==> config.mk <==
export PLATFORM = sky130hd
export DESIGN_NAME = factorial_power_divisibility_top
export DESIGN_NICKNAME = d
export VERILOG_FILES = /design/src/rtl/core/fpd_pkg.sv /design/src/rtl/core/fpd_divider.sv /design/src/rtl/core/fpd_datapath.sv /design/src/rtl/core/fpd_ctrl.sv /design/src/rtl/core/factorial_power_divisibility_top.sv
export SDC_FILE = /design/constraint.sdc
export NUM_CORES = 1
export LEC_CHECK = 0
export ABC_AREA = 1
export BUFFER_PORTS_ARGS = -buffer_cell sky130_fd_sc_hd__buf_2
export CORE_ASPECT_RATIO = 1.25
export CORE_MARGIN = 3
export CORE_UTILIZATION = 60
export DETAILED_ROUTE_END_ITERATION = 10
export GPL_TIMING_DRIVEN = 0
export PLACE_DENSITY = 0.76
export SLEW_MARGIN = 15
export SYNTH_ARGS = -nofsm -noshare
export SYNTH_HDL_FRONTEND = slang
export SYNTH_SLANG_ARGS = --single-unit
==> constraint.sdc <==
create_clock -name clock -period 15.6 [get_ports clock]
set_clock_uncertainty 0.05 [all_clocks]
set_input_delay 3.12 -clock clock [delete_from_list [all_inputs] [get_ports clock]]
set_output_delay 3.12 -clock clock [all_outputs]
set_load 0.02 [all_outputs]
==> src/rtl/core/fpd_pkg.sv <==
// shared constants, prime table and control types for the factorial power divisibility block
package fpd_pkg;

   // field and counter widths
   localparam int VALUE_W     = 10;
   localparam int EXP_W       = 4;
   localparam int PRIME_COUNT = 172;
   localparam int IDX_W       = $clog2(PRIME_COUNT);

   // answer when no prime of the base bounds the power
   localparam logic [VALUE_W-1:0] NO_BOUND = '1;

   // every prime that fits the field, ascending
   localparam logic [VALUE_W-1:0] PRIME_ROM [PRIME_COUNT] = '{
      10'd2,   10'd3,   10'd5,   10'd7,   10'd11,  10'd13,  10'd17,  10'd19,
      10'd23,  10'd29,  10'd31,  10'd37,  10'd41,  10'd43,  10'd47,  10'd53,
      10'd59,  10'd61,  10'd67,  10'd71,  10'd73,  10'd79,  10'd83,  10'd89,
      10'd97,  10'd101, 10'd103, 10'd107, 10'd109, 10'd113, 10'd127, 10'd131,
      10'd137, 10'd139, 10'd149, 10'd151, 10'd157, 10'd163, 10'd167, 10'd173,
      10'd179, 10'd181, 10'd191, 10'd193, 10'd197, 10'd199, 10'd211, 10'd223,
      10'd227, 10'd229, 10'd233, 10'd239, 10'd241, 10'd251, 10'd257, 10'd263,
      10'd269, 10'd271, 10'd277, 10'd281, 10'd283, 10'd293, 10'd307, 10'd311,
      10'd313, 10'd317, 10'd331, 10'd337, 10'd347, 10'd349, 10'd353, 10'd359,
      10'd367, 10'd373, 10'd379, 10'd383, 10'd389, 10'd397, 10'd401, 10'd409,
      10'd419, 10'd421, 10'd431, 10'd433, 10'd439, 10'd443, 10'd449, 10'd457,
      10'd461, 10'd463, 10'd467, 10'd479, 10'd487, 10'd491, 10'd499, 10'd503,
      10'd509, 10'd521, 10'd523, 10'd541, 10'd547, 10'd557, 10'd563, 10'd569,
      10'd571, 10'd577, 10'd587, 10'd593, 10'd599, 10'd601, 10'd607, 10'd613,
      10'd617, 10'd619, 10'd631, 10'd641, 10'd643, 10'd647, 10'd653, 10'd659,
      10'd661, 10'd673, 10'd677, 10'd683, 10'd691, 10'd701, 10'd709, 10'd719,
      10'd727, 10'd733, 10'd739, 10'd743, 10'd751, 10'd757, 10'd761, 10'd769,
      10'd773, 10'd787, 10'd797, 10'd809, 10'd811, 10'd821, 10'd823, 10'd827,
      10'd829, 10'd839, 10'd853, 10'd857, 10'd859, 10'd863, 10'd877, 10'd881,
      10'd883, 10'd887, 10'd907, 10'd911, 10'd919, 10'd929, 10'd937, 10'd941,
      10'd947, 10'd953, 10'd967, 10'd971, 10'd977, 10'd983, 10'd991, 10'd997,
      10'd1009, 10'd1013, 10'd1019, 10'd1021
   };

   // commands from the controller to the datapath
   typedef struct packed {
      logic load;      // capture a new transaction
      logic pick;      // choose the next prime and divide the base by it
      logic strip;     // base divided evenly: keep quotient, count exponent
      logic skip;      // prime does not divide the base: advance
      logic leg_init;  // start the factorial exponent sum with n / p
      logic leg_step;  // add quotient, divide again or divide sum by exponent
      logic fold;      // fold sum / exponent into the running minimum
   } fpd_cmd_type;

   // status from the datapath to the controller
   typedef struct packed {
      logic a_done;     // remaining base is one or zero
      logic div_done;   // divider result ready this cycle
      logic rem_zero;   // divider remainder is zero
      logic e_zero;     // no power of the current prime found
      logic quot_zero;  // divider quotient is zero
   } fpd_status_type;

endpackage

==> src/rtl/core/fpd_divider.sv <==
// iterative restoring divider, one quotient bit per cycle
module fpd_divider (
   input  logic                         clock,
   input  logic                         reset,
   input  logic                         start,
   input  logic [fpd_pkg::VALUE_W-1:0]  dividend,
   input  logic [fpd_pkg::VALUE_W-1:0]  divisor,
   output logic                         done,
   output logic [fpd_pkg::VALUE_W-1:0]  quotient,
   output logic [fpd_pkg::VALUE_W-1:0]  remainder
);
   import fpd_pkg::*;

   localparam int CNT_W = $clog2(VALUE_W);
   localparam logic [CNT_W-1:0] LAST_STEP = CNT_W'(VALUE_W - 1);

   logic                busy_ff, busy_in;
   logic                done_ff, done_in;
   logic [CNT_W-1:0]    cnt_ff, cnt_in;
   logic [VALUE_W-1:0]  quo_ff, quo_in;
   logic [VALUE_W-1:0]  rem_ff, rem_in;
   logic [VALUE_W-1:0]  dsr_ff, dsr_in;
   logic [VALUE_W:0]    shifted;
   logic [VALUE_W:0]    diff;
   logic                fits;

   // one trial subtraction per cycle
   always_comb begin
      shifted = {rem_ff, quo_ff[VALUE_W-1]};
      diff    = shifted - {1'b0, dsr_ff};
      fits    = shifted >= {1'b0, dsr_ff};
      busy_in = busy_ff;
      done_in = 1'b0;
      cnt_in  = cnt_ff;
      quo_in  = quo_ff;
      rem_in  = rem_ff;
      dsr_in  = dsr_ff;
      if (start) begin
         busy_in = 1'b1;
         cnt_in  = '0;
         quo_in  = dividend;
         rem_in  = '0;
         dsr_in  = divisor;
      end else if (busy_ff) begin
         quo_in = {quo_ff[VALUE_W-2:0], fits};
         rem_in = fits ? diff[VALUE_W-1:0] : shifted[VALUE_W-1:0];
         cnt_in = cnt_ff + CNT_W'(1);
         if (cnt_ff == LAST_STEP) begin
            busy_in = 1'b0;
            done_in = 1'b1;
         end
      end
   end

   // control state
   always_ff @(posedge clock) begin
      if (reset) begin
         busy_ff <= 1'b0;
         done_ff <= 1'b0;
      end else begin
         busy_ff <= busy_in;
         done_ff <= done_in;
      end
   end

   // operands and partial results
   always_ff @(posedge clock) begin
      cnt_ff <= cnt_in;
      quo_ff <= quo_in;
      rem_ff <= rem_in;
      dsr_ff <= dsr_in;
   end

   assign done      = done_ff;
   assign quotient  = quo_ff;
   assign remainder = rem_ff;

endmodule

==> src/rtl/core/fpd_datapath.sv <==
// datapath: base, prime walk, exponent counts, factorial sum and running minimum
module fpd_datapath (
   input  logic                         clock,
   input  logic                         reset,
   input  fpd_pkg::fpd_cmd_type         cmd,
   output fpd_pkg::fpd_status_type      status,
   input  logic [fpd_pkg::VALUE_W-1:0]  n_value,
   input  logic [fpd_pkg::VALUE_W-1:0]  a_value,
   output logic [fpd_pkg::VALUE_W-1:0]  max_power
);
   import fpd_pkg::*;

   logic [VALUE_W-1:0]    n_ff, n_in;
   logic [VALUE_W-1:0]    a_ff, a_in;
   logic [IDX_W-1:0]      idx_ff, idx_in;
   logic [VALUE_W-1:0]    p_ff, p_in;
   logic [EXP_W-1:0]      e_ff, e_in;
   logic [VALUE_W-1:0]    sum_ff, sum_in;
   logic [VALUE_W-1:0]    best_ff, best_in;

   logic [VALUE_W-1:0]    rom_prime;
   logic [2*VALUE_W-1:0]  prime_sq;
   logic [VALUE_W-1:0]    pick_prime;
   logic [VALUE_W-1:0]    sum_new;
   logic                  div_start;
   logic [VALUE_W-1:0]    div_dvd;
   logic [VALUE_W-1:0]    div_dsr;
   logic                  div_done;
   logic [VALUE_W-1:0]    div_quot;
   logic [VALUE_W-1:0]    div_rem;

   // prime choice: once p*p exceeds the base, what is left is itself prime
   always_comb begin
      rom_prime  = PRIME_ROM[idx_ff];
      prime_sq   = rom_prime * rom_prime;
      pick_prime = (prime_sq > {{VALUE_W{1'b0}}, a_ff}) ? a_ff : rom_prime;
      sum_new    = sum_ff + div_quot;
   end

   // divider operand selection
   always_comb begin
      div_start = cmd.pick | cmd.strip | cmd.leg_init | cmd.leg_step;
      if (cmd.pick) begin
         div_dvd = a_ff;
         div_dsr = pick_prime;
      end else if (cmd.strip) begin
         div_dvd = div_quot;
         div_dsr = p_ff;
      end else if (cmd.leg_init) begin
         div_dvd = n_ff;
         div_dsr = p_ff;
      end else if (cmd.leg_step && (div_quot != '0)) begin
         div_dvd = div_quot;
         div_dsr = p_ff;
      end else begin
         div_dvd = sum_new;
         div_dsr = VALUE_W'(e_ff);
      end
   end

   fpd_divider u_divider (
      .clock     (clock),
      .reset     (reset),
      .start     (div_start),
      .dividend  (div_dvd),
      .divisor   (div_dsr),
      .done      (div_done),
      .quotient  (div_quot),
      .remainder (div_rem)
   );

   // next values of the working registers
   always_comb begin
      n_in    = n_ff;
      a_in    = a_ff;
      idx_in  = idx_ff;
      p_in    = p_ff;
      e_in    = e_ff;
      sum_in  = sum_ff;
      best_in = best_ff;
      if (cmd.load) begin
         n_in    = n_value;
         a_in    = a_value;
         idx_in  = '0;
         best_in = (a_value == '0) ? '0 : NO_BOUND;
      end
      if (cmd.pick) begin
         p_in = pick_prime;
         e_in = '0;
      end
      if (cmd.strip) begin
         a_in = div_quot;
         e_in = e_ff + EXP_W'(1);
      end
      if (cmd.skip || cmd.fold) begin
         idx_in = idx_ff + IDX_W'(1);
      end
      if (cmd.leg_init) begin
         sum_in = '0;
      end
      if (cmd.leg_step) begin
         sum_in = sum_new;
      end
      if (cmd.fold && (div_quot < best_ff)) begin
         best_in = div_quot;
      end
   end

   always_ff @(posedge clock) begin
      n_ff    <= n_in;
      a_ff    <= a_in;
      idx_ff  <= idx_in;
      p_ff    <= p_in;
      e_ff    <= e_in;
      sum_ff  <= sum_in;
      best_ff <= best_in;
   end

   // status back to the controller
   always_comb begin
      status.a_done    = (a_ff[VALUE_W-1:1] == '0);
      status.div_done  = div_done;
      status.rem_zero  = (div_rem == '0);
      status.e_zero    = (e_ff == '0);
      status.quot_zero = (div_quot == '0);
   end

   assign max_power = best_ff;

endmodule

==> src/rtl/core/fpd_ctrl.sv <==
// controller state machine sequencing the prime walk and the divider
module fpd_ctrl (
   input  logic                     clock,
   input  logic                     reset,
   input  logic                     req_valid,
   output logic                     req_ready,
   output logic                     rsp_valid,
   input  logic                     rsp_ready,
   input  fpd_pkg::fpd_status_type  status,
   output fpd_pkg::fpd_cmd_type     cmd
);
   import fpd_pkg::*;

   typedef enum logic [5:0] {
      ST_IDLE   = 6'b000001,
      ST_SELECT = 6'b000010,
      ST_DIV_A  = 6'b000100,
      ST_LEG    = 6'b001000,
      ST_QDIV   = 6'b010000,
      ST_DONE   = 6'b100000
   } fpd_state_type;

   fpd_state_type state_ff, state_in;

   // next state and commands
   always_comb begin
      state_in = state_ff;
      cmd      = '0;
      case (state_ff)
         ST_IDLE: begin
            if (req_valid) begin
               cmd.load = 1'b1;
               state_in = ST_SELECT;
            end
         end
         ST_SELECT: begin
            if (status.a_done) begin
               state_in = ST_DONE;
            end else begin
               cmd.pick = 1'b1;
               state_in = ST_DIV_A;
            end
         end
         ST_DIV_A: begin
            if (status.div_done) begin
               if (status.rem_zero) begin
                  cmd.strip = 1'b1;
               end else if (status.e_zero) begin
                  cmd.skip = 1'b1;
                  state_in = ST_SELECT;
               end else begin
                  cmd.leg_init = 1'b1;
                  state_in     = ST_LEG;
               end
            end
         end
         ST_LEG: begin
            if (status.div_done) begin
               cmd.leg_step = 1'b1;
               if (status.quot_zero) begin
                  state_in = ST_QDIV;
               end
            end
         end
         ST_QDIV: begin
            if (status.div_done) begin
               cmd.fold = 1'b1;
               state_in = ST_SELECT;
            end
         end
         ST_DONE: begin
            if (rsp_ready) begin
               state_in = ST_IDLE;
            end
         end
         default: begin
            state_in = ST_IDLE;
         end
      endcase
   end

   always_ff @(posedge clock) begin
      if (reset) begin
         state_ff <= ST_IDLE;
      end else begin
         state_ff <= state_in;
      end
   end

   assign req_ready = (state_ff == ST_IDLE);
   assign rsp_valid = (state_ff == ST_DONE);

endmodule

==> src/rtl/core/factorial_power_divisibility_top.sv <==
// top level: largest power of a dividing n factorial, by Legendre's formula
//
//   channel  direction  handshake            payload
//   req      in         req_valid/req_ready  req_n_value, req_a_value
//   rsp      out        rsp_valid/rsp_ready  rsp_max_power
//
// One transaction at a time; a new one is taken once the result has left.
// Every step runs through one shared divider: each trial prime up to the
// square root of the base costs one division per power found plus one, and
// each prime factor adds about log_p(n) divisions for the factorial sum and
// one for the exponent ratio.
// Synchronous active-high reset returns to idle; the prime table is constant.
// A stalled result is held in the output register until rsp_ready.
module factorial_power_divisibility_top (
   input  logic                         clock,
   input  logic                         reset,
   input  logic                         req_valid,
   output logic                         req_ready,
   input  logic [fpd_pkg::VALUE_W-1:0]  req_n_value,
   input  logic [fpd_pkg::VALUE_W-1:0]  req_a_value,
   output logic                         rsp_valid,
   input  logic                         rsp_ready,
   output logic [fpd_pkg::VALUE_W-1:0]  rsp_max_power
);
   import fpd_pkg::*;

   fpd_cmd_type    cmd;
   fpd_status_type status;

   // sequencer
   fpd_ctrl u_ctrl (
      .clock     (clock),
      .reset     (reset),
      .req_valid (req_valid),
      .req_ready (req_ready),
      .rsp_valid (rsp_valid),
      .rsp_ready (rsp_ready),
      .status    (status),
      .cmd       (cmd)
   );

   // arithmetic and working registers
   fpd_datapath u_datapath (
      .clock     (clock),
      .reset     (reset),
      .cmd       (cmd),
      .status    (status),
      .n_value   (req_n_value),
      .a_value   (req_a_value),
      .max_power (rsp_max_power)
   );

`ifndef SYNTH
   // at most one command per cycle
   assert property (@(posedge clock) disable iff (reset) $onehot0(cmd))
      else $error("more than one datapath command in a cycle");

   // a waiting result blocks new transactions
   assert property (@(posedge clock) disable iff (reset) rsp_valid |-> !req_ready)
      else $error("input ready while a result is pending");

   // a result never appears the cycle right after an accepted transaction
   assert property (@(posedge clock) disable iff (reset)
      (req_valid && req_ready) |=> !rsp_valid)
      else $error("result presented without any processing");

   // the divider only reports done while a division step is expected
   assert property (@(posedge clock) disable iff (reset)
      status.div_done |-> !req_ready && !rsp_valid)
      else $error("divider finished outside the prime walk");
`endif

endmodule

==> metrics.md, run 1 <==
| Metric | Value |
|---|---|
| Drt drc | `0` |
| Setup violators final | `0` |
| Predominant post-synthesis flop cell | `edfxtp_1` |
| Post-route setup TNS | `0 ns` |
| Worst hold path type | `flip-flop to flip-flop` |
| Crit path time final | `about 9.1 ns` |
| Critical R2R Capture | `u_datapath.p_ff[9]` |
| Worst hold path depth | `2` |
| Maxcap violations | `0` |
| Synth Instances | `1368` |
| FF-to-FF Start | `u_datapath.idx_ff[1]` |
| Most common cell after layout, fill and taps aside | `nand2_1` |
| Top cell by count, worst path | `inv_1` |
| Sink Count | `104` |
| Average size of a mapped cell | `7.74 µm²` |
| Synth Register Bits | `104` |
| Worst Path Arrival | `between 9 and 10 ns` |
| Drt wl/cell | `18.0 µm` |
| Reg2reg setup slack | `6.46 ns` |
| Most frequent cells in the layout | `242 x nand2_1, 217 x inv_1, 127 x nor2_1` |
| Status | `complete, no violations` |
| H-tree depth | `3` |
| Initial Util | `0.621` |
| First-pass GRT wire length | `48200 µm` |
| Syn. warnings | `0` |
| CP Data Required Time | `15.66 ns` |
| Worst reg2reg path depth | `44` |
| Max-slew headroom | `0.373` |
| Crit-path max FO | `12` |
| Antenna viol nets, final | `0` |
| GP Congestion | `1.07` |
| CP peak stage delay | `0.58 ns` |
| Initial DRC count | `1009` |
| Initial antenna violation count | `0` |
| Nets | `1588` |
| Share of synthesized registers carrying an async set or reset | `0` |
| Hold Vio Cnt, Final | `0` |
| Die H | `154 µm` |
| Startpoint types | `flip-flop` |
| Clk_lat worst skew | `roughly 0.35 ns` |
| Crit Path Class | `flip-flop to flip-flop` |
| Ant. Diodes | `0` |
| Post-place instance area | `11000 µm²` |
| Area Overhead vs Synth | `7.27%` |
| Core area | `17000 µm²` |
| Worst Max-Slew Pin Slew | `0.933 ns` |
| I/O Buffers | `35` |
| Fin area | `roughly 11000 µm²` |
| EDFF count, synth | `82` |
| Hold_ws | `0.436 ns` |
| Proportion of layout cells with a drive suffix above 1 | `0.102` |
| TritonCTS Buffers | `9` |
| Clock edge transition at the registers on the reported setup and hold paths | `0.07 ns` |
| Max Fclk | `109 MHz` |
| RSZ-0062 raised after global routing | `no` |
| Critical path endpoint category | `flip-flop` |
| Fin crit share | `0.586` |
| Clock buffer depth | `2` |
| Largest net degree at the start of global routing | `20` |
| HPWL Detailed | `about 23000 µm` |
| Setup repair bufs after CTS | `0` |
| IO Count | `36` |
| Number of gates resized after cts | `0` |
| Grt total ovfl | `0` |
| Vias in the first global route | `9760` |
| Final WL | `roughly 29000 µm` |
| Sequential area share after synthesis | `0.274` |
| Total global-route track usage | `0.309` |
| Slowest-stage cell, CP | `edfxtp_1` |
| Via density | `5.92` |
| Row cnt | `53` |
| CTS tree | `yes` |
| Die ar. | `19300 µm²` |
| Pre-antenna DRT Iters | `6` |
| # hold bufs at CTS | `0` |
| DR vias | `9698` |
| Synth unique cells | `61` |
| Pre-CTS setup slack | `~6.6 ns` |
| Chip Width | `125 µm` |
| Worst Hold Launch | `u_datapath.u_divider.cnt_ff[2]` |
| Final WS setup | `6.46 ns` |
| Slew Limit Fails | `0` |
| Post-Syn Nets | `1542` |
| Clock Tree Root | `clkbuf_16` |
| Synth Cell Area | `roughly 11000 µm²` |
| Hold Path Sink | `u_datapath.u_divider.cnt_ff[2]` |
final cells by class:
class	count	area [µm²]
Sequential cell	104	2900
Tap cell	220	275
Buffer	35	186
Inverter	235	885
Multi-Input combinational cell	994	6620
Timing Repair Buffer	35	175
Clock inverter	5	81.3
Fill cell	1471	5690
Clock buffer	11	233
kinds of logic after synthesis:
family / synth area share
AOI/OAI and AO/OA: 0.153
buffers and inverters: 0.101
adders and majority gates: 0.212
xor gates and xnor gates: 0.0314
DFF: 0.274
and+or+nand+nor: 0.228
critical path: cells and delay by family (launching register included):
family,cells,cell delay (ns)
adder cells (fa/ha/maj),8,3.38
AND/OR/NAND/NOR,18,2.29
AO/OA/AOI/OAI,5,0.96
XOR/XNOR,1,0.16
flip-flops,1,0.58
buffers and inverters,12,1.47
cell usage after synthesis, drive strengths merged (3+ instances only):
library cell / instances / area share
edfxtp: 82 / 0.23
o31ai: 3 / 0.0021
o21ai: 117 / 0.059
nand2: 270 / 0.11
dfxtp: 22 / 0.042
nor4: 9 / 0.0059
o22ai: 5 / 0.0030
and2: 11 / 0.0065
ha: 101 / 0.12
clkbuf: 18 / 0.0064
a21o: 5 / 0.0035
buf: 17 / 0.011
fa: 49 / 0.093
o221ai: 3 / 0.0025
a211oi: 6 / 0.0043
o211ai: 18 / 0.013
o21a: 3 / 0.0021
nor3: 20 / 0.0099
nand4: 12 / 0.0085
xor2: 28 / 0.023
xnor2: 10 / 0.0083
nand3b: 3 / 0.0021
nor2: 137 / 0.055
o21bai: 5 / 0.0039
nand3: 64 / 0.033
inv: 233 / 0.083
a21oi: 97 / 0.046
stage by stage:
step | util | instances
after global placement | 0.647 | 1623
after floorplan | - | 1368
after global routing | 0.666 | 1639
final | 0.666 | 1639
after detailed placement | 0.648 | 1623
after CTS | 0.666 | 1639
registers in the layout, indices dropped and copies added (netlist names):
signal                          flops
u_datapath.u_divider.busy_ff        1
u_datapath.n_ff                    10
u_datapath.p_ff                    10
u_datapath.u_divider.cnt_ff         4
u_datapath.u_divider.quotient      10
u_datapath.u_divider.done           1
u_datapath.u_divider.remainder     10
u_datapath.u_divider.dsr_ff        10
u_datapath.max_power               10
u_ctrl.state_ff                     6
u_datapath.idx_ff                   8
u_datapath.e_ff                     4
u_datapath.a_ff                    10
u_datapath.sum_ff                  10
per-layer routing:
metal  global-route usage  up-vias  wire, µm
li1                     -     4607         -
met1                0.368     4539     11600
met2                0.559      455     14700
met3               0.0359       97      1810
met4                0.139        0      1340
met5                    0        -         0
worst max-delay path by stage:
stage	from	end	slack [ns]	cells after the start
after floorplan	u_datapath.idx_ff[1]	u_datapath.p_ff[9]	7.98	45
after global placement	u_datapath.idx_ff[1]	u_datapath.p_ff[9]	6.54	44
after detailed placement	u_datapath.idx_ff[1]	u_datapath.p_ff[9]	6.57	44
after CTS	u_datapath.idx_ff[1]	u_datapath.p_ff[9]	6.54	44
after global routing	u_datapath.idx_ff[1]	u_datapath.u_divider.dsr_ff[9]	5.76	45
final	u_datapath.idx_ff[1]	u_datapath.p_ff[9]	6.46	44
Power of run 1 is not shown: default switching activity piles up to over one toggle a cycle in this logic, so the estimate is an artifact.
==> inputs of run 2 (changes only) <==
- ABC_AREA: 1 -> 0
- CORE_UTILIZATION: 60 -> 58
- PLACE_DENSITY: 0.76 -> 0.77
- clock period: 15.6 -> 7.9 ns (I/O delays scaled with it)
==> run 2 against run 1 <==
Compared with the run above: the flow now finishes with violations (setup timing); via count is 3.2% higher; synthesized cell count is 9.7% lower; final cell count is 4.5% lower; critical endpoint is now u_datapath.u_divider.dsr_ff[2]; largest cell class unchanged; highest routed layer unchanged.
==> metrics.md, run 2 <==
| Metric | Value |
|---|---|
| Initial antenna violation count | `0` |
| Antenna viol nets, final | `0` |
| Count leader, synth | `inv_1` |
| Core area | `17800 µm²` |
| DR vias | `10000` |
| Crit path time final | `8.87 ns` |
| Final WS setup | `-0.971 ns` |
| Maxcap violations | `0` |
| Slew Limit Fails | `0` |
| HPWL Detailed | `23100 µm` |
| Via density | `6.39` |
| H-tree depth | `3` |
| Share of synthesized registers carrying an async set or reset | `0` |
| Ant. Diodes | `0` |
| Die ar. | `20100 µm²` |
| I/O Buffers | `35` |
| Pre-antenna DRT Iters | `6` |
| CP bufs+invs | `11` |
| Crit-path max FO | `6` |
| Initial DRC count | `between 900 and 1000` |
| Largest net degree at the start of global routing | `20` |
| CTS tree | `yes` |
| GP Congestion | `roughly 0.98` |
| Failing checks | `setup timing` |
| Most common cell after layout, fill and taps aside | `inv_1` |
| Grt total ovfl | `0` |
| EDFF count, synth | `82` |
| Clock Tree Root | `clkbuf_16` |
| Proportion of layout cells with a drive suffix above 1 | `0.189` |
| CP peak stage delay | `0.56 ns` |
| Synth Instances | `1235` |
| Average size of a mapped cell | `8.64 µm²` |
| Crit Path Class | `flip-flop to flip-flop` |
| Cell family with most CP delay | `adder cells` |
| Total global-route track usage | `0.311` |
| Sequential area share after synthesis | `0.272` |
| Final WL | `31100 µm` |
| Area Overhead vs Synth | `17.7%` |
| Drt wl/cell | `19.9 µm` |
| Synth Cell Area | `10700 µm²` |
| Worst Path Arrival | `roughly 8.8 ns` |
| IO Count | `36` |
| Setup violators final | `20` |
| Hold Vio Cnt, Final | `0` |
| Fin crit share | `1.12` |
| Critical path endpoint category | `flip-flop` |
| Die H | `158 µm` |
| Synth unique cells | `87` |
| Synth Register Bits | `104` |
| Startpoint types | `flip-flop` |
| Clk_lat worst skew | `0.35 ns` |
| CP Data Required Time | `7.87 ns` |
| Worst Max-Slew Pin Slew | `around 1.1 ns` |
| # hold bufs at CTS | `0` |
| Row cnt | `54` |
| Nets | `around 1500` |
| Max-slew headroom | `0.285` |
| Largest area contributor in the netlist | `edfxtp_1` |
| Drt drc | `0` |
| TritonCTS Buffers | `9` |
| Initial Util | `0.600` |
| Clock buffer depth | `2` |
| Hold_ws | `0.451 ns` |
| Sink Count | `roughly 100` |
| Post-Syn Nets | `1409` |
| RSZ-0062 raised after global routing | `yes` |
| Slowest-stage cell, CP | `or4b_4` |
| Status | `finished with violations` |
| Most frequent cells in the layout | `130 x inv_1, 115 x nor2_1, 89 x nand2_1` |
| Vias in the first global route | `9959` |
| Top cell by count, worst path | `fa_1` |
| Worst hold path type | `flip-flop to flip-flop` |
| Syn. warnings | `0` |
| Pre-CTS setup slack | `-2.05 ns` |
| Ranking of synthesized cells by area | `edfxtp_1 23%, ha_1 12%, fa_1 9.2%, inv_1 4.9%, a21oi_1 4.5%` |
| Max Fclk | `approximately 110 MHz` |
| Post-synth top cells | `138 x inv_1, 120 x nor2_1, 101 x ha_1` |
| Top cell type's share of synthesized area | `0.231` |
| Predominant post-synthesis flop cell | `edfxtp_1` |
| Clock edge transition at the registers on the reported setup and hold paths | `0.07 ns` |
| Chip Width | `127 µm` |
| First-pass GRT wire length | `around 50000 µm` |
==> run 2: cell types whose count changed in the layout (fill, tap and decap cells not counted), moves of 17 or more <==
cell,change
o21ai_0,-45
xor2_1,-17
inv_1,-87
nand2b_1,+23
xnor2_1,+18
a21o_1,+18
nand2_2,-18
buf_4,+53
nand3_1,-36
nand2_1,-153
==> run 2: logic make-up (layout without fill, tap and decap cells) <==
group                    count (synthesis)  in the layout  share of synthesized area
flip-flops                             104            104                      0.272
AO/OA/AOI/OAI                          336            336                      0.208
XOR/XNOR                                40             40                     0.0328
adder cells (fa/ha/maj)                150            150                      0.210
multiplexers                            26             26                     0.0318
buffers and inverters                  207            313                     0.0745
AND/OR/NAND/NOR                        372            372                      0.170
==> run 2: final cells by class <==
cell class / count / area, µm²
multi-input combinational: 924 / 7460
clock buffer: 9 / 225
sequential: 104 / 2900
inverter: 143 / 551
fill: 1390 / 5210
tap: 224 / 280
clock inverter: 7 / 86.3
timing repair buffer: 92 / 653
buffer: 62 / 394
==> run 2: tightest hold or removal path: cells and delay by family (launching register included) <==
| kind | cells | cell delay, ns |
|---|---|---|
| flops | 1 | 0.33 |
| simple gates | 1 | 0.07 |
| compound gates | 1 | 0.05 |
==> run 2: worst paths after layout <==
kind / from / endpoint / slack [ns] / depth (start not counted)
max reg2reg: u_datapath.idx_ff[1] / u_datapath.u_divider.dsr_ff[2] / -0.97 / 39
min: u_datapath.u_divider.remainder[9] / u_datapath.u_divider.remainder[9] / 0.45 / 2
max: u_datapath.idx_ff[1] / u_datapath.u_divider.dsr_ff[2] / -0.97 / 39
min reg2reg: u_datapath.u_divider.remainder[9] / u_datapath.u_divider.remainder[9] / 0.45 / 2
==> run 2: stage by stage <==
stage / cell area, µm² / cells / utilization / setup TNS [ns]
after floorplan: 10800 / 1235 / - / -9.44
final: 12600 / 1565 / 0.707 / -17.62
after global routing: 12600 / 1565 / 0.707 / -23.99
after global placement: 11300 / 1494 / 0.634 / -38.95
after CTS: 12400 / 1558 / 0.698 / -16.75
after detailed placement: 11300 / 1495 / 0.635 / -38.15
==> run 2: repair_timing <==
action / 4_1_cts / 5_1_grt
resized for setup: 110 / 23
endpoints found under the setup margin: 20 / 20
cloned: 1 / 0
pin swaps: 41 / 11
setup buffers: 47 / 8
==> run 2: metal layers <==
metal	share of wire	GRT usage	vias to the layer above	wire length (µm)
li1	-	-	4612	-
met3	0.062	0.0388	143	1930
met5	0	0	-	0
met4	0.055	0.164	0	1710
met2	0.50	0.554	475	15700
met1	0.38	0.365	4776	11800
Power of run 2 is left out for the same reason.
==> inputs of run 3 (changes only) <==
- REMOVE_ABC_BUFFERS: default -> 1
==> run 3 against run 2 <==
Compared with the run above: the run still ends with setup timing left; critical path depth down 1; critical endpoint is now u_datapath.u_divider.dsr_ff[0]; final cell count fell by 1.9%; via count fell by 1.4%; cell area down 0.58%; sequential cell count did not move; global-route usage decreased by 1.6 points; worst hold slack gained 0.019 ns.
==> metrics.md, run 3 (same netlist as run 2, synthesis figures left out) <==
| Metric | Value |
|---|---|
| Post-place instance area | `11000 µm²` |
| Critical R2R Capture | `u_datapath.u_divider.dsr_ff[0]` |
| Cell family with most CP delay | `adder cells` |
| Met3 WL | `~2000 µm` |
| Crit Path Class | `flip-flop to flip-flop` |
| HPWL Detailed | `about 20000 µm` |
| Crit-path max FO | `7` |
| IO Count | `36` |
| RSZ-0062 raised after global routing | `yes` |
| H-tree depth | `3` |
| Initial DRC count | `899` |
| Nets | `around 1500` |
| Ant. Diodes | `0` |
| Initial Util | `0.600` |
| Fin crit share | `1.15` |
| Hold Path Sink | `u_datapath.u_divider.cnt_ff[1]` |
| Slowest-stage cell, CP | `fa_1` |
| Worst Path Arrival | `9.11 ns` |
| Routed wl met2 | `14900 µm` |
| CP peak stage delay | `approximately 0.55 ns` |
| Clk_lat worst skew | `0.35 ns` |
| Crit path time final | `~9.1 ns` |
| Max Fclk | `110 MHz` |
| Largest net degree at the start of global routing | `33` |
| Status | `finished with violations` |
| Worst hold path depth | `2` |
| Worst Hold Launch | `u_datapath.u_divider.cnt_ff[1]` |
| Worst reg2reg path depth | `38` |
| First-pass GRT wire length | `47600 µm` |
| DR vias | `9869` |
| Total global-route track usage | `0.294` |
| Failing checks | `setup timing` |
| Most common cell after layout, fill and taps aside | `inv_1` |
| DRT met1 WL | `roughly 11000 µm` |
| Clock edge transition at the registers on the reported setup and hold paths | `about 0.08 ns` |
| Drt wl/cell | `19.7 µm` |
| Worst hold path type | `flip-flop to flip-flop` |
| Fin area | `12500 µm²` |
| Via density | `6.43` |
| Max-slew headroom | `0.224` |
| Hold Vio Cnt, Final | `0` |
| FF-to-FF Start | `u_datapath.idx_ff[1]` |
| Row cnt | `54` |
| I/O Buffers | `35` |
| Chip Width | `127 µm` |
| Core area | `17800 µm²` |
| Most frequent cells in the layout | `127 x inv_1, 113 x nor2_1, 91 x nand2_1` |
| Clock buffer depth | `2` |
| TritonCTS Buffers | `9` |
| Top cell by count, worst path | `fa_1` |
| Maxcap violations | `0` |
| Vias in the first global route | `around 9600` |
| Drt drc | `0` |
| Worst Max-Slew Pin Slew | `1.16 ns` |
| Setup violators final | `20` |
| Antenna viol nets, final | `0` |
| CTS tree | `yes` |
| Clock Tree Root | `clkbuf_16` |
| Slew Limit Fails | `0` |
| Area Overhead vs Synth | `17.0%` |
| Critical path endpoint category | `flip-flop` |
| CP Data Required Time | `7.93 ns` |
| Sink Count | `104` |
| Proportion of layout cells with a drive suffix above 1 | `0.196` |
| GP Congestion | `0.925` |
| Max layer used | `met4` |
| Startpoint types | `flip-flop` |
| CP bufs+invs | `9` |
| Grt total ovfl | `0` |
| # hold bufs at CTS | `0` |
| Reg2reg setup slack | `-1.18 ns` |
| Final WL | `between 30000 and 40000 µm` |
| Die ar. | `20100 µm²` |
| Pre-antenna DRT Iters | `6` |
| Die H | `158 µm` |
| Initial antenna violation count | `0` |
| Final WS setup | `-1.18 ns` |
## run 3: changes by cell type in the layout (fill, tap and decap cells not counted), sizes merged
cell / previous run / this run
clkinvlp: 3 / 5
nand2: 95 / 96
buf: 102 / 123
clkbuf: 61 / 9
inv: 141 / 138
clkinv: 5 / 6
or4b: 2 / 3
## run 3: repair_timing
item | 4_1_cts | 5_1_grt
setup endpoints to repair | 20 | 20
pin swaps | 39 | 13
gates cloned | 1 | 1
buffers inserted | 60 | 19
resized for setup | 83 | 34
## run 3: per-layer routing
layer	up-vias	GRT usage
met5	-	0
met4	0	0.172
met3	155	0.0348
met2	486	0.509
met1	4686	0.354
li1	4542	-
## run 3: through the flow
stage	TNS [ns]	instances	utilization	hold WS, ns	worst slack, ns
floorplan	-36.08	1171	-	0.409	-1.87
CTS	-16.06	1516	0.686	0.466	-0.872
finish	-21.75	1536	0.703	0.470	-1.18
global placement	-75.59	1430	0.612	0.424	-3.88
global route	-27.04	1536	0.703	0.506	-1.44
detailed placement	-59.17	1439	0.621	0.435	-3.06
## run 3: layout make-up
type                    instances  area [µm²]
fillers                      1340        5290
clock inverters                 7        86.3
multi-input cells             926        7450
well taps                     224         280
repair buffers                123         976
clock buffers                   9         225
inverters                     143         561
flip-flops and latches        104        2900
## run 3: worst max-delay path by stage
stage | startpoint | end | slack [ns] | depth (start not counted)
after floorplan | u_datapath.idx_ff[3] | u_datapath.u_divider.dsr_ff[1] | -1.87 | 33
after global placement | u_datapath.idx_ff[2] | u_datapath.u_divider.dsr_ff[0] | -3.88 | 32
after detailed placement | u_datapath.idx_ff[1] | u_datapath.u_divider.dsr_ff[0] | -3.06 | 36
after CTS | u_datapath.idx_ff[1] | u_datapath.u_divider.dsr_ff[0] | -0.87 | 38
after global routing | u_datapath.idx_ff[0] | u_datapath.u_divider.dsr_ff[3] | -1.44 | 39
final | u_datapath.idx_ff[1] | u_datapath.u_divider.dsr_ff[0] | -1.18 | 38
## run 3: worst reg2reg max path: cells and delay by family (launching register included)
kind                       cells  cell delay (ns)
adders and majority gates      8             3.20
AOI/OAI and AO/OA             10             2.05
and+or+nand+nor               10             1.87
buffers and inverters          9             1.08
DFF                            1             0.43
xor gates and xnor gates       1             0.15
Power of run 3 is left out for the same reason.
